<file path="src/rtl/core/bla_pkg.sv">
package bla_pkg;

  localparam int SUM_W   = 18;
  localparam int RAW_W   = 12;
  localparam int MV_W    = 16;
  localparam int PCT_W   = 8;
  localparam int GAIN_W  = 20;
  localparam int OFS_W   = 12;
  localparam int DEN_W   = 8;
  localparam int CFG_W   = 20;
  localparam int CFG_IDX_W = 2;

  // Register indexes of the configuration port.
  localparam logic [CFG_IDX_W-1:0] CFG_ENABLE     = 2'd0;
  localparam logic [CFG_IDX_W-1:0] CFG_SECOND_CNV = 2'd1;
  localparam logic [CFG_IDX_W-1:0] CFG_CAL_GAIN   = 2'd2;
  localparam logic [CFG_IDX_W-1:0] CFG_CAL_OFFSET = 2'd3;

  localparam logic [GAIN_W-1:0] GAIN_RESET   = 20'd53000;
  localparam logic [OFS_W-1:0]  OFFSET_RESET = 12'd142;
  localparam logic [RAW_W-1:0]  RAW_LOW_LIMIT = 12'd16;
  localparam logic [PCT_W-1:0]  INVALID_PCT   = 8'd255;
  localparam logic [31:0]       ROUND_HALF    = 32'd32768;

  localparam int CURVE_POINTS = 11;
  localparam logic [12:0] CURVE_MV [CURVE_POINTS] = '{
    13'd4200, 13'd4100, 13'd4000, 13'd3920, 13'd3850, 13'd3790,
    13'd3730, 13'd3680, 13'd3600, 13'd3500, 13'd3300};
  localparam logic [6:0] CURVE_PCT [CURVE_POINTS] = '{
    7'd100, 7'd90, 7'd80, 7'd70, 7'd60, 7'd50,
    7'd40, 7'd30, 7'd20, 7'd10, 7'd0};

  typedef struct packed {
    logic [RAW_W-1:0] raw_sample;
    logic             read_ok;
  } sample_t;

  typedef struct packed {
    logic             success;
    logic [MV_W-1:0]  adc_millivolts;
    logic [MV_W-1:0]  battery_millivolts;
    logic [PCT_W-1:0] charge_percent;
    logic             reading_present;
  } result_t;

  typedef struct packed {
    logic             start;
    logic [SUM_W-1:0] numer;
    logic [DEN_W-1:0] denom;
  } div_req_t;

  typedef struct packed {
    logic             done;
    logic [SUM_W-1:0] quotient;
  } div_rsp_t;

endpackage

</file>
<file path="src/rtl/core/bla_div.sv">
module bla_div (
  input  logic            clk,
  input  logic            rst,
  input  bla_pkg::div_req_t req,
  output bla_pkg::div_rsp_t rsp
);
  import bla_pkg::*;

  localparam int CNT_W = $clog2(SUM_W);

  logic             busy;
  logic             done;
  logic [CNT_W-1:0] step;
  logic [DEN_W-1:0] denom;
  logic [DEN_W-1:0] rem;
  logic [SUM_W-1:0] quo;
  logic [DEN_W:0]   trial;
  logic             fits;

  // One restoring step per cycle: the numerator shifts out of quo while the
  // quotient bits shift in behind it.
  assign trial = {rem, quo[SUM_W-1]};
  assign fits  = trial >= {1'b0, denom};

  always_ff @(posedge clk) begin
    if (rst) begin
      busy <= 1'b0;
      done <= 1'b0;
      step <= '0;
    end else begin
      done <= 1'b0;
      if (req.start) begin
        busy  <= 1'b1;
        step  <= '0;
        quo   <= req.numer;
        rem   <= '0;
        denom <= req.denom;
      end else if (busy) begin
        rem  <= fits ? DEN_W'(trial - {1'b0, denom}) : DEN_W'(trial);
        quo  <= {quo[SUM_W-2:0], fits};
        step <= step + 1'b1;
        if (step == CNT_W'(SUM_W - 1)) begin
          busy <= 1'b0;
          done <= 1'b1;
        end
      end
    end
  end

  assign rsp.done     = done;
  assign rsp.quotient = quo;

endmodule

</file>
<file path="src/rtl/core/battery_level_averager.sv">
// Requests inside a burst are taken back to back; the last of SAMPLES_PER_READING requests
// yields one result after two passes of the shared bit-serial divider (average and
// interpolation); at or beyond a curve end the interpolation pass is skipped, an empty
// burst skips both, and sample_ready stays low until the result is presented. A result
// still waiting to be taken holds the next one back. Synchronous active-high reset
// restores the default calibration, disables the block and marks the percent invalid.
module battery_level_averager #(
  parameter int SAMPLES_PER_READING = 16
) (
  input  logic                            clk,
  input  logic                            rst,
  input  logic                            cfg_we,
  input  logic [bla_pkg::CFG_IDX_W-1:0]   cfg_index,
  input  logic [bla_pkg::CFG_W-1:0]       cfg_data,
  input  logic                            sample_valid,
  output logic                            sample_ready,
  input  bla_pkg::sample_t                sample,
  output logic                            result_valid,
  input  logic                            result_ready,
  output bla_pkg::result_t                result
);
  import bla_pkg::*;

  localparam int CW = $clog2(SAMPLES_PER_READING + 1);

  typedef enum logic [6:0] {
    ST_IDLE    = 7'b0000001,
    ST_DIV_AVG = 7'b0000010,
    ST_CAL     = 7'b0000100,
    ST_BAT     = 7'b0001000,
    ST_PCT     = 7'b0010000,
    ST_DIV_PCT = 7'b0100000,
    ST_FINISH  = 7'b1000000
  } state_t;

  state_t state;

  logic              enable;
  logic              second_converter;
  logic [GAIN_W-1:0] cal_gain;
  logic [OFS_W-1:0]  cal_offset;

  logic [SUM_W-1:0]  sample_sum;
  logic [CW-1:0]     valid_count;
  logic [CW-1:0]     attempt_count;
  logic              have_reading;
  logic [MV_W-1:0]   held_adc_mv;
  logic [MV_W-1:0]   held_battery_mv;
  logic [PCT_W-1:0]  held_percent;
  logic              success;
  logic [31:0]       product;
  logic [6:0]        pct_base;

  logic              accept;
  logic              keep;
  logic [SUM_W-1:0]  sample_sum_next;
  logic [CW-1:0]     valid_count_next;
  logic [CW-1:0]     attempt_count_next;
  logic              burst_end;

  logic [32:0]       rounded;
  logic [MV_W:0]     mv_sum;
  logic [MV_W+1:0]   bat_sum;

  logic              seg_found;
  logic [6:0]        seg_base;
  logic [3:0]        seg_range;
  logic [7:0]        seg_span;
  logic [7:0]        seg_diff;
  logic [11:0]       seg_numer;

  div_req_t div_req;
  div_rsp_t div_rsp;

  bla_div u_div (
    .clk (clk),
    .rst (rst),
    .req (div_req),
    .rsp (div_rsp)
  );

  assign sample_ready = (state == ST_IDLE);
  assign accept       = sample_valid && sample_ready && enable;

  assign keep = sample.read_ok &&
                !(second_converter && have_reading && sample.raw_sample <= RAW_LOW_LIMIT);
  assign sample_sum_next    = keep ? sample_sum + SUM_W'(sample.raw_sample) : sample_sum;
  assign valid_count_next   = keep ? valid_count + 1'b1 : valid_count;
  assign attempt_count_next = attempt_count + 1'b1;
  assign burst_end          = attempt_count_next >= CW'(SAMPLES_PER_READING);

  // Calibration: round the Q16 product, add the offset, then saturate.
  assign rounded = {1'b0, product} + {1'b0, ROUND_HALF};
  assign mv_sum  = rounded[32:16] + (MV_W+1)'(cal_offset);
  assign bat_sum = {1'b0, held_adc_mv, 1'b0} + (MV_W+2)'(held_adc_mv);

  // The curve falls monotonically, so the first point at or below the
  // voltage closes the segment that holds it.
  always_comb begin
    seg_found = 1'b0;
    seg_base  = '0;
    seg_range = '0;
    seg_span  = 8'd1;
    seg_diff  = '0;
    for (int i = 0; i < CURVE_POINTS - 1; i++) begin
      if (!seg_found && held_battery_mv >= MV_W'(CURVE_MV[i+1])) begin
        seg_found = 1'b1;
        seg_base  = CURVE_PCT[i+1];
        seg_range = 4'(CURVE_PCT[i] - CURVE_PCT[i+1]);
        seg_span  = 8'(CURVE_MV[i] - CURVE_MV[i+1]);
        seg_diff  = 8'(held_battery_mv - MV_W'(CURVE_MV[i+1]));
      end
    end
    seg_numer = 12'(seg_diff) * 12'(seg_range);
  end

  always_comb begin
    div_req = '0;
    if (state == ST_IDLE) begin
      div_req.start = accept && burst_end && (valid_count_next != '0);
      div_req.numer = sample_sum_next;
      div_req.denom = DEN_W'(valid_count_next);
    end else if (state == ST_PCT) begin
      div_req.start = (held_battery_mv < MV_W'(CURVE_MV[0])) &&
                      (held_battery_mv > MV_W'(CURVE_MV[CURVE_POINTS-1]));
      div_req.numer = SUM_W'(seg_numer);
      div_req.denom = seg_span;
    end
  end

  always_ff @(posedge clk) begin
    if (rst) begin
      state            <= ST_IDLE;
      enable           <= 1'b0;
      second_converter <= 1'b0;
      cal_gain         <= GAIN_RESET;
      cal_offset       <= OFFSET_RESET;
      sample_sum       <= '0;
      valid_count      <= '0;
      attempt_count    <= '0;
      have_reading     <= 1'b0;
      held_adc_mv      <= '0;
      held_battery_mv  <= '0;
      held_percent     <= INVALID_PCT;
      success          <= 1'b0;
      result_valid     <= 1'b0;
    end else begin
      if (cfg_we) begin
        case (cfg_index)
          CFG_ENABLE: begin
            if (!enable && cfg_data[0]) begin
              have_reading  <= 1'b0;
              held_percent  <= INVALID_PCT;
              sample_sum    <= '0;
              valid_count   <= '0;
              attempt_count <= '0;
            end
            enable <= cfg_data[0];
          end
          CFG_SECOND_CNV: second_converter <= cfg_data[0];
          CFG_CAL_GAIN:   cal_gain         <= cfg_data[GAIN_W-1:0];
          CFG_CAL_OFFSET: cal_offset       <= cfg_data[OFS_W-1:0];
          default: ;
        endcase
      end

      if (result_valid && result_ready) begin
        result_valid <= 1'b0;
      end

      case (state)
        ST_IDLE: begin
          if (accept) begin
            if (burst_end) begin
              sample_sum    <= '0;
              valid_count   <= '0;
              attempt_count <= '0;
              if (valid_count_next != '0) begin
                state <= ST_DIV_AVG;
              end else begin
                success <= 1'b0;
                state   <= ST_FINISH;
              end
            end else begin
              sample_sum    <= sample_sum_next;
              valid_count   <= valid_count_next;
              attempt_count <= attempt_count_next;
            end
          end
        end
        ST_DIV_AVG: begin
          if (div_rsp.done) begin
            product <= 32'(div_rsp.quotient[RAW_W-1:0]) * 32'(cal_gain);
            state   <= ST_CAL;
          end
        end
        ST_CAL: begin
          held_adc_mv <= mv_sum[MV_W] ? '1 : mv_sum[MV_W-1:0];
          state       <= ST_BAT;
        end
        ST_BAT: begin
          held_battery_mv <= (bat_sum[MV_W+1:MV_W] != '0) ? '1 : bat_sum[MV_W-1:0];
          state           <= ST_PCT;
        end
        ST_PCT: begin
          pct_base <= seg_base;
          if (div_req.start) begin
            state <= ST_DIV_PCT;
          end else begin
            held_percent <= (held_battery_mv >= MV_W'(CURVE_MV[0])) ?
                            PCT_W'(CURVE_PCT[0]) : PCT_W'(CURVE_PCT[CURVE_POINTS-1]);
            have_reading <= 1'b1;
            success      <= 1'b1;
            state        <= ST_FINISH;
          end
        end
        ST_DIV_PCT: begin
          if (div_rsp.done) begin
            held_percent <= PCT_W'(pct_base + div_rsp.quotient[6:0]);
            have_reading <= 1'b1;
            success      <= 1'b1;
            state        <= ST_FINISH;
          end
        end
        ST_FINISH: begin
          if (!result_valid || result_ready) begin
            result_valid <= 1'b1;
            state        <= ST_IDLE;
          end
        end
        default: state <= ST_IDLE;
      endcase
    end
  end

  always_ff @(posedge clk) begin
    if (state == ST_FINISH && (!result_valid || result_ready)) begin
      result.success            <= success;
      result.adc_millivolts     <= held_adc_mv;
      result.battery_millivolts <= held_battery_mv;
      result.charge_percent     <= held_percent;
      result.reading_present    <= have_reading;
    end
  end

endmodule

</file>
<file path="config.mk">
export PLATFORM = sky130hd
export DESIGN_NAME = battery_level_averager
export DESIGN_NICKNAME = d
export VERILOG_FILES = /design/src/rtl/core/bla_pkg.sv /design/src/rtl/core/bla_div.sv /design/src/rtl/core/battery_level_averager.sv
export SDC_FILE = /design/constraint.sdc
export NUM_CORES = 1
export LEC_CHECK = 0
export ABC_AREA = 1
export BUFFER_PORTS_ARGS = -buffer_cell sky130_fd_sc_hd__buf_2
export CORE_AREA = 4 4 221 223
export DETAILED_ROUTE_END_ITERATION = 12
export DIE_AREA = 0 0 225 227
export SLEW_MARGIN = 40
export SYNTH_ARGS = -nofsm -noshare
export SYNTH_HDL_FRONTEND = slang
export SYNTH_SLANG_ARGS = --single-unit
</file>
<file path="constraint.sdc">
create_clock -name clk -period 9.05 [get_ports clk]
set_input_delay 1.81 -clock clk [delete_from_list [all_inputs] [get_ports clk]]
set_output_delay 1.81 -clock clk [all_outputs]
set_load 0.05 [all_outputs]
</file>
---- After elaboration in Yosys (flattened, before gate mapping) ----
Cells that the tools add are included.
storage, ports and cells
  flip-flop bits (word level) ............. 234
  latch bits .............................. 0
  RAM bits ................................ 0
  bits in read-only memories .............. 0
  output and inout port bits .............. 44
  logic and storage cells ................. 257
  memories kept ........................... 0
cells by class
  $add $sub $neg .......................... 19
  multipliers ............................. 2
  div/mod/pow operators ................... 0
  $lt $le $gt $ge ......................... 16
  equality and inequality tests ........... 18
  shifts and indexed selects .............. 0
  multiplexer cells ....................... 110
  bitwise logic cells ..................... 3
  reductions and logical operators ........ 56
operators by type and width
  operator                  count
  $mux W8                   26
  $mux W18                  9
  $ge A16 B12 Y1 const B    9
  $mux W7                   12
  $mux W5                   15
  $mux W27                  2
  $pmux W7 S7               1
  $mux W4                   11
  $sub A8 B8 Y8 const B     5
  $add A32 B16 Y33 const B  1
  $ge A16 B13 Y1 const B    2
  $mul A12 B20 Y32          1
  $mux W16                  2
  $mux W1                   26
  $logic_and A1 B1 Y1       20
  $add A17 B16 Y18          1
  $add A18 B12 Y18          1
  $mux W6                   3
  $add A17 B12 Y17          1
  $gt A16 B12 Y1 const B    1
  $lt A16 B13 Y1 const B    1
  $pmux W8 S2               1
  $sub A8 B7 Y8 const B     2
  $add A5 B1 Y5 const B     3
  39 further kinds          68

---- Logic depth before layout (Yosys ltp) ----
  word-level depth ........................ 34
  gate-level depth with buffers ........... 31
  depth with buffers taken out ............ 30

---- By module ----
Synthesis repeated with hierarchy kept, for this count alone.
second synthesis, totals
  cells, all modules ...................... 2847
  area, all modules ....................... 21541.9 um^2
modules (own cells, without submodules)
  module                  times used  cells each  area an instance (um^2)
  battery_level_averager  1           2592        19293.5
  bla_div                 1           255         2248.4

---- Least setup slack after synthesis ----
OpenSTA, ideal clock, no wires.
  path type ............................... reg-to-reg
  start ................................... register u_div.quo[11]
  end ..................................... register product[21], data pin
  arrival ................................. 4.913 ns
  setup slack ............................. 3.872 ns
  stages on the path, launching flop included .. 20
  clock period less this slack ............ 5.178 ns
  path through ............................ edfxtp_1 > clkbuf_1 > nand2_1 > fa_1 > fa_1 > inv_1 > fa_1 > inv_1 > fa_1 > inv_1 > fa_1 > ha_1 > nand2_1 > o21ai_0 > a21oi_1 > a21boi_0 > o21ai_0 > a21oi_1 > o21ai_0 > xor2_1
between the ends
  cells in the longest elaborated chain, start to end .. 1
RTL lines
  item                    line                           RTL
  start, declared         bla_div.sv:16                  logic [SUM_W-1:0] quo;
  start signal, assigned  bla_div.sv:35                  quo <= req.numer;
  start signal, assigned  bla_div.sv:40                  quo <= {quo[SUM_W-2:0], fits};
  $mul A12 B20 Y32        battery_level_averager.sv:193  product <= 32'(div_rsp.quotient[RAW_W-1:0]) * 32'(cal_gain);
  end signal, assigned    battery_level_averager.sv:193
  end, declared           battery_level_averager.sv:51   logic [31:0] product;
No other way between the ends.
A chain may end at the register's enable or synchronous reset.

---- Worst setup path in the final report ----
  start ................................... register u_div.quo[10]
  end ..................................... register product[21], data pin
The elaborated chain is that of the path after synthesis.

==> metrics.txt <==
run status=completed; crit path kind=reg2reg; Syn. warnings=0; worst relative slew slack=between 40% and 50%; cell area after synthesis=20900 µm²; area of the die=approximately 51000 µm²; asr flop ratio synth=0%; Die Width=225 µm; fmax=between 0.15 and 0.2 GHz; Synth area leaders=fa_1 18%, edfxtp_1 14%, nand2_1 12%; CTS root buf=clkbuf_16; global-route wire length before repair=96300 µm; hpwl dp=~46000 µm; R2R Path Start=u_div.quo[10]$_DFFE_PP_; CTS max path bufs=3; max cap viols=0; unrepaired setup endpoints after global routing=no; setup total negative slack=0 ns; leakage=roughly 11 nW; Pwr Density=around 160 nW/µm²; vias post-DR=between 15000 and 20000; post-route minimum period=roughly 6 ns; htree depth=1; Yosys top cell area share=roughly 18%; cts repair resizes=0; number of diodes=0; NumNets Final=roughly 3100; M1 WL=roughly 26000 µm; synthesized flop and latch total=approximately 220; via/cell ratio=5.24; Placer Congestion=approximately 0.93; Worst-Margin Slew=around 0.84 ns; Port Buffers=83; Avg WL per Cell=~17 µm; largest net degree at the start of global routing=61; number of cell rows=slightly below 80; Final Max Tran Viols=0; final WL=58700 µm; Overflow after GRT=0; DRC violations left=0; post-synthesis sequential area ratio=25.7%; Clock transition at path regs=about 0.060 ns; Setup crit end kind=flop; GRT Total Usage=a little under a quarter; Post-Layout Cell Count=about 3400; HP Class=reg2reg; initial core utilization=between 40% and 50%; number of fill cells=~4600; crit path from=u_div.quo[10]$_DFFE_PP_; synthesized net count=a little over 3000; CTS tree=yes; TritonCTS Buffers=28; CP max FO=21; Yosys cell types=between 60 and 70; most frequent cells in the layout=663 x nand2_1, 457 x inv_1, 217 x nor2_1, 185 x fa_1, 159 x ha_1; vias in the first global route=17600; Syn Inst Count=roughly 2700; Final Hold Viols=0; area leader, netlist=fa_1; VDD IR-drop max=0.149 mV; Layout area overhead=9.38%; period utilization=approximately two thirds; IO Pins=84; top layer in use=met4; routed wl met2=approximately 28000 µm; commonest non-fill, non-tap cell in the layout=nand2_1; 1st-iter DRT viols=approximately 1400; Hold Path Origin=held_percent[1]$_SDFF_PP1_; Mapped Avg Cell Area=7.71 µm²; Worst-Skew Late Latency=0.57 ns; Post-CTS Setup Bufs=0; Core ar.=between 40000 and 50000 µm²; Worst Setup Slack, final=3.04 ns; metal3 WL=roughly 2600 µm; Main synth FF type=dfxtp_1; dpl cells=around 3300; Placement Setup Slack=3.08 ns; number of detailed-route iterations in the first pass=6; Post-synth EDFFs=between 90 and 100; Critical Path Source Type=flop; ANT nets after route=0; chip height=approximately 230 µm; total design power=roughly 3.6 mW; critical path arrival=6.29 ns; total clock sinks=218; Fin Clk Skew=between 0.03 and 0.04 ns; CTS Hold Bufs=0; layout cell share with drive strength beyond 1=under 10%; CP required=9.33 ns; Final setup violation count=0; antenna violations before repair=0
critical path, cell delays in order (launching register included):
cell and delay (ns):
edfxtp_1 0.88, nand2_1 0.17, fa_1 0.52, fa_1 0.57, inv_1 0.06, fa_1 0.53
inv_1 0.06, fa_1 0.53, inv_1 0.06, fa_1 0.41, ha_1 0.32, a21oi_1 0.20
o21ai_0 0.17, a21oi_1 0.14, a21boi_0 0.32, o21ai_0 0.22, a21oi_1 0.26, o21ai_0 0.13
xor2_1 0.17
cell families (layout without fill, tap and decap cells):
group                      Yosys count  count (layout)  share of synthesized area (%)
AOI/OAI and AO/OA                  369             369                           10.0
DFF                                218             218                           25.7
xor gates and xnor gates            98              98                           4.19
buffers and inverters              567             631                           10.6
and+or+nand+nor                   1108            1108                           22.2
adders and majority gates          344             344                           27.3
synth_stat cells, drive strengths merged, types with 3 or more instances:
master	number
nand2	673
inv	471
nor2	231
fa	185
ha	159
a21oi	154
o21ai	134
dfxtp	119
nand3	110
edfxtp	99
xor2	70
clkbuf	68
nor3	40
xnor2	28
nand4	26
buf	23
o211ai	18
a211oi	11
a31oi	9
or2	9
nand3b	6
nor4	6
clkinv	5
o21bai	5
o22ai	5
o31ai	5
a21o	4
and2	3
o2111ai	3
o21a	3
o311ai	3
power breakdown:
part,internal [mW],switching (mW)
combinational,0.455,0.807
sequential,1.08,0.0265
clock,0.741,0.458
layout make-up:
| type | instances | area [µm²] | area share, % |
|---|---|---|---|
| inverters | 476 | 1790 | 7.84 |
| clock inverters | 21 | 279 | 1.22 |
| multi-input cells | 1919 | 13300 | 58.3 |
| clock buffers | 31 | 712 | 3.12 |
| flip-flops and latches | 218 | 5360 | 23.5 |
| well taps | 607 | 759 | 3.33 |
| repair buffers | 103 | 611 | 2.68 |
stage by stage:
step | hold slack (ns) | util [%] | area (µm²)
2_1_floorplan | 0.408 | - | 20900
3_3_place_gp | 0.454 | 46.6 | 21700
3_5_place_dp | 0.458 | 46.8 | 21800
4_1_cts | 0.467 | 48.9 | 22800
5_1_grt | 0.482 | 49.0 | 22800
6_report | 0.467 | 49.0 | 22800
worst paths after layout:
check,end,cells past startpoint,slack (ns)
worst min register to register,result[2]$_DFFE_PP_,0,0.47
worst max-delay path,product[21]$_DFFE_PP_,18,3.04
worst max register to register,product[21]$_DFFE_PP_,18,3.04
worst min-delay path,result[2]$_DFFE_PP_,0,0.47
routing by layer:
metal	GRT usage, %	up-vias
li1	-	8636
met1	32.1	8513
met2	39.8	448
met3	2.35	88
met4	5.85	0
met5	0	-
registers in the layout (all words and copies together) (netlist names), 12 cells and up:
name             count
product             17
cal_gain            20
held_adc_mv         16
held_battery_mv     16
u_div.quo           18
result              42
sample_sum          18
cal_offset          12
No activity file was read; power rests on OpenSTA's default activity.
